## config.mk

```make
export PLATFORM = sky130hd
export DESIGN_NAME = rtp_div
export DESIGN_NICKNAME = d
export VERILOG_FILES = /design/src/hw/rtl/rtp_div.sv
export SDC_FILE = /design/constraint.sdc
export NUM_CORES = 1
export LEC_CHECK = 0
export BUFFER_PORTS_ARGS = -buffer_cell sky130_fd_sc_hd__buf_2
export CAP_MARGIN = 20
export CORE_MARGIN = 4
export CORE_UTILIZATION = 56
export CTS_BUF_LIST = sky130_fd_sc_hd__clkbuf_2 sky130_fd_sc_hd__clkbuf_4 sky130_fd_sc_hd__clkbuf_8
export CTS_CLUSTER_SIZE = 10
export DETAILED_ROUTE_END_ITERATION = 8
export PLACE_DENSITY = 0.73
export SYNTH_ARGS = -nofsm -noshare
export SYNTH_HDL_FRONTEND = slang
export SYNTH_SLANG_ARGS = --single-unit
```

## constraint.sdc

```tcl
create_clock -name clk -period 4.8 [get_ports clk]
set_input_delay 0.24 -clock clk [delete_from_list [all_inputs] [get_ports clk]]
set_output_delay 0.24 -clock clk [all_outputs]
set_load 0.05 [all_outputs]
```

## src/hw/rtl/rtp_div.sv

```systemverilog
// ----------------------------------------------------------------------------
// rtp_div
// Pipelined restoring divider, one quotient bit per register stage. The
// numerator must be below den * 2^QUO_W. A side vector travels with the data.
// ----------------------------------------------------------------------------
module rtp_div #(
  parameter int NUM_W  = 40,
  parameter int DEN_W  = 32,
  parameter int QUO_W  = 8,
  parameter int SIDE_W = 1
) (
  input  logic              clk,
  input  logic              rst,
  input  logic              en,
  input  logic              in_valid,
  input  logic [NUM_W-1:0]  num,
  input  logic [DEN_W-1:0]  den,
  input  logic [SIDE_W-1:0] side_in,
  output logic              out_valid,
  output logic [QUO_W-1:0]  quo,
  output logic [DEN_W-1:0]  rem,
  output logic [SIDE_W-1:0] side_out
);

  logic [DEN_W+NUM_W-1:0] num_ext;
  logic [DEN_W-1:0]       rem_init;

  logic              vld  [QUO_W];
  logic [DEN_W-1:0]  prem [QUO_W];
  logic [QUO_W-1:0]  sh   [QUO_W];
  logic [DEN_W-1:0]  dq   [QUO_W];
  logic [SIDE_W-1:0] sd   [QUO_W];

  assign num_ext  = {{DEN_W{1'b0}}, num};
  assign rem_init = num_ext[QUO_W +: DEN_W];

  for (genvar k = 0; k < QUO_W; k++) begin : g_step
    logic              src_v;
    logic [DEN_W-1:0]  src_rem;
    logic [QUO_W-1:0]  src_sh;
    logic [DEN_W-1:0]  src_den;
    logic [SIDE_W-1:0] src_sd;
    logic [DEN_W:0]    trial;
    logic [DEN_W:0]    diff;
    logic              ge;

    if (k == 0) begin : g_first
      assign src_v   = in_valid;
      assign src_rem = rem_init;
      assign src_sh  = num[QUO_W-1:0];
      assign src_den = den;
      assign src_sd  = side_in;
    end else begin : g_rest
      assign src_v   = vld[k-1];
      assign src_rem = prem[k-1];
      assign src_sh  = sh[k-1];
      assign src_den = dq[k-1];
      assign src_sd  = sd[k-1];
    end

    assign trial = {src_rem, src_sh[QUO_W-1]};
    assign diff  = trial - {1'b0, src_den};
    assign ge    = trial >= {1'b0, src_den};

    always_ff @(posedge clk) begin
      if (rst) begin
        vld[k] <= 1'b0;
      end else if (en) begin
        vld[k] <= src_v;
      end
      if (en) begin
        prem[k] <= ge ? diff[DEN_W-1:0] : trial[DEN_W-1:0];
        sh[k]   <= {src_sh[QUO_W-2:0], ge};
        dq[k]   <= src_den;
        sd[k]   <= src_sd;
      end
    end
  end

  assign out_valid = vld[QUO_W-1];
  assign quo       = sh[QUO_W-1];
  assign rem       = prem[QUO_W-1];
  assign side_out  = sd[QUO_W-1];

endmodule

```

# Word-level counts from Yosys, hierarchy flattened
# Memory sizes are Yosys's and may differ from the RTL's.
# Cells that the tools add are included.
[classes] addsub=8 bitwise=8 n_lt_le_gt_ge=8 n_mux=22
[op_table] op=">= comparator 33 x 32 -> 1 bit" n=8
[op_table] op="2-to-1 mux 32 bit" n=8
[op_table] op="subtractor 32 bit" n=8
[op_table] op="2-to-1 mux 1 bit" n=14
[op_table] op="OR 1 bit" n=8
[word_totals] ramBits=592 input_bits=77 mem_count=5 elab_cells=51 out_inout_bits=42 reg_bits=0
[mem_list] memory="dq" words=8 word_bits=32 read_ports=7 rd_clocked_by_memory_dff=0 wr=8 line="31" text="logic [DEN_W-1:0] dq [QUO_W];"
[mem_list] memory="prem" words=8 word_bits=32 read_ports=8 rd_clocked_by_memory_dff=0 wr=8 line="29" text="logic [DEN_W-1:0] prem [QUO_W];"
[mem_list] memory="sh" words=8 word_bits=8 read_ports=8 rd_clocked_by_memory_dff=0 wr=8 line="30" text="logic [QUO_W-1:0] sh [QUO_W];"
[mem_list] memory="sd" words=8 word_bits=1 read_ports=8 rd_clocked_by_memory_dff=0 wr=8 line="32" text="logic [SIDE_W-1:0] sd [QUO_W];"
[mem_list] memory="vld" words=8 word_bits=1 read_ports=8 rd_clocked_by_memory_dff=0 wr=8 line="28" text="logic vld [QUO_W];"

# Logic depth before layout (Yosys ltp)
[logic_depth] ltp_word=4 ltp_mapped=15 ltp_nobuf=13

# Worst setup path after synthesis
# No wires, ideal clock.
[synth_timing] path_type="flip-flop to flip-flop" from="memory prem[2][12] (netlist: prem[0][76])" to="memory prem[3][25] (netlist: prem[0][121]) (data pin)" t_arrival_ns=3.032 path_stages_with_launch=14 synth_period_minus_slack_ns=3.292 path_slack_ns=1.508 setup_time_ns=0.260 required_time_ns=4.540 n_path_buf=2 path_cell_list="edfxtp_1 -> ha_1 -> clkbuf_1 -> nand4_1 -> o221ai_1 -> a21o_1 -> a221o_1 -> a21o_1 -> a22o_1 -> nor2_2 -> o21ai_1 -> a41oi_4 -> buf_4 -> mux2_2"
[synth_lines] item="start, declared" line="29"

==> metrics <==
worst r2r dst=prem[1][12]; Synth Area in XOR/XNOR=5.64%; crit path to=prem[1][12]; Root Driver=clkbuf_8; die area=64500 um^2; post-layout min period=4.09 ns; WS Path Type=reg -> reg; clock latency on the worst-skew pair=0.69 ns; Starting Density=57.0%; Synth top area share=49.6%; Area contributors post-synth=edfxtp_1 50%, ha_1 9.5%, mux2_2 4.9%; leading area contributor after synthesis=edfxtp_1; multiplexer area fraction after synthesis=5.95%; Least-Margin Pin Slew=0.916 ns; clock buffer depth=3; Area Growth Syn to Fin=12.2%; I/O pins=roughly 120; # rows=89; Hold WC Path Type=in -> reg; peak supply drop=277 uV; crit path buf inv count=1; vias in the first global route=23.9k; Post-Synthesis Cell Area=~34000 um^2; wire length per cell=18.6 um; Synth top cells by count=560 x edfxtp_1, 314 x inv_1, 265 x a21oi_1; layout cells sized above 1=14.3%; sequential share of the synthesized area=49.6%; die height=between 200 and 300 um; Synth cell types=82; number of post-CTS setup repair buffers=0; Port Buffers=between 100 and 150; synthesis-stage register bit count=560; Hold Fails Final Rpt=0; Critical Path Source Type=flip-flop; RSZ-0062 raised after global routing=no; relative slew slack=38.9%; DR DRC count=1; Finished Core Util=63.9%; outcome=finished with violations; fraction of registers with async set/reset=0%; PD cells=627 nW/um^2; CTS resizes=0; R2R Setup Slk=0.71 ns; Worst EP arrival=4.50 ns; simple-gate share of the synthesized area=9.08%; Max H-tree Level=3; worst r2r src=prem[0][101]; Core Region=59500 um^2; dpl hpwl=approximately 59000 um; Max Cap Violations=0; top-count cell post-synth=edfxtp_1; fmax=245 MHz; die width=254 um; failing checks=DRC; Crit path largest cell delay=0.62 ns; largest family of logic cells by synthesized area=compound AO/OA/AOI/OAI gates; initial antenna violation count=2; yosys warns=0; Leakage=16.0 nW; vias=23.7k; largest net degree at the start of global routing=93; Antenna Nets Post-Route=0; Pre-antenna DRT Iters=8; CP top delay family=compound AO/OA/AOI/OAI gates; CTS tree=yes; CP max stage cell=o311ai_0; crit-path cells=ha_1, a21o_1, nor3_1, a21oi_1, a21boi_2, o311ai_0, a31oi_1, nor4_1, o21ai_1, o211ai_2, buf_12, mux2_2; Final Max Slew Viols=0; # nets final=approximately 3.6k; crit-path max FO=33; WP data required=roughly 5.2 ns; instance count on the critical path=12; Syn Nets=3387; first-pass GRT wire length=122000 um; Clock Pin Slew Worst Setup and Hold Paths=0.06 ns; fin crit share=85.2%; clock sink count=560; Synth Area in Compound Gates=between 10% and 20%; Main synth FF type=edfxtp_1; GPL Wtd Cong=0.977; clk_skew=approximately 0.037 ns; Worst Setup SP=prem[0][101]; EDFF count, synth=560; Tot GR Track Use=23.7%; worst-case reg-to-reg path depth=12; setup TNS=0 ns; DR vias/cell=5.76; CTS buffer count=95; Synth Area in Adders=approximately 10%; Avg Cell Area, Syn=11.1 um^2; final setup violation count=0; total wire length=76900 um; total gr overflow=0; Post-Syn Instances=approximately 3.0k; crit path capture type=flip-flop; Iteration-0 DRC Markers=1768
placed cells by master, fill, tap and decap left out, types with 31 or more instances in the layout:
master	instances
dlygate4sd3_1	75
ha_1	256
nand4_1	52
buf_2	117
nand2b_1	34
inv_1	314
xor2_1	83
a21o_1	143
nor2_1	174
a21oi_1	264
mux2_2	147
xnor2_1	135
nand2_1	160
o21bai_1	33
clkbuf_8	95
nor2b_1	32
edfxtp_1	560
nand3_1	53
clkbuf_4	31
o21ai_0	141
stage by stage:
stage	total power [W]	hold slack, ns	setup slack, ns	instances	instance area [um^2]
2_1_floorplan	0.0166	0.339	1.51	3046	33900
3_3_place_gp	0.0190	0.400	0.846	3872	35300
3_5_place_dp	0.0192	0.405	0.769	3872	35300
4_1_cts	0.0238	0.0398	0.744	4121	38000
5_1_grt	0.0254	0.0745	0.543	4123	38000
6_report	0.0238	0.0790	0.713	4123	38000
final cells by class:
type | count | area, um^2
repair buffers | 217 | 1610
flip-flops and latches | 560 | 16800
inverters | 314 | 1180
multi-input cells | 2083 | 15400
fillers | 4614 | 21500
clock inverters | 48 | 450
well taps | 773 | 967
clock buffers | 126 | 1540
diodes | 2 | 5.00
registers in the layout, summed over array words and instances (netlist names):
| name | flops |
|---|---|
| dq | 224 |
| prem | 256 |
| sd | 8 |
| sh | 64 |
| vld | 8 |
routing by layer:
metal | vias up | share of wire [%] | track usage [%]
met5 | - | 0 | 0
met3 | 218 | 4.3 | 3.47
met1 | 11100 | 38 | 26.0
met4 | 0 | 6.3 | 14.2
li1 | 11600 | - | -
met2 | 805 | 51 | 43.2
repair_timing:
item | 4_1_cts | 5_1_grt
hold buffers | 75 | 0
endpoints found under the hold margin | 83 | 0
setup endpoints to repair | 0 | 0
power by group:
group          switching (W)  internal [W]  leakage [nW]
Sequential          0.000648       0.00725          5.48
Combinational        0.00658       0.00492          9.52
Clock                0.00194       0.00249          1.04
worst min path at each step:
stage	start	slack, ns	end	cells after the start
after floorplan	den[0]	0.34	dq[0][0]	0
after CTS	en	0.04	prem[1][66]	1
after global placement	sh[1][6]	0.40	sh[1][15]	0
after detailed placement	sh[0][2]	0.40	sh[0][11]	0
after global routing	en	0.07	prem[1][66]	1
final	en	0.08	prem[1][66]	1
cell families (layout without fill, tap and decap cells):
family,count (synthesis),in the layout
buf+inv,403,705
simple gates,630,630
compound gates,791,791
fa+ha+maj,264,264
xor+xnor,218,218
flops,560,560
mux,180,180
other cells,0,2
Power figures use the tool's default switching activity.
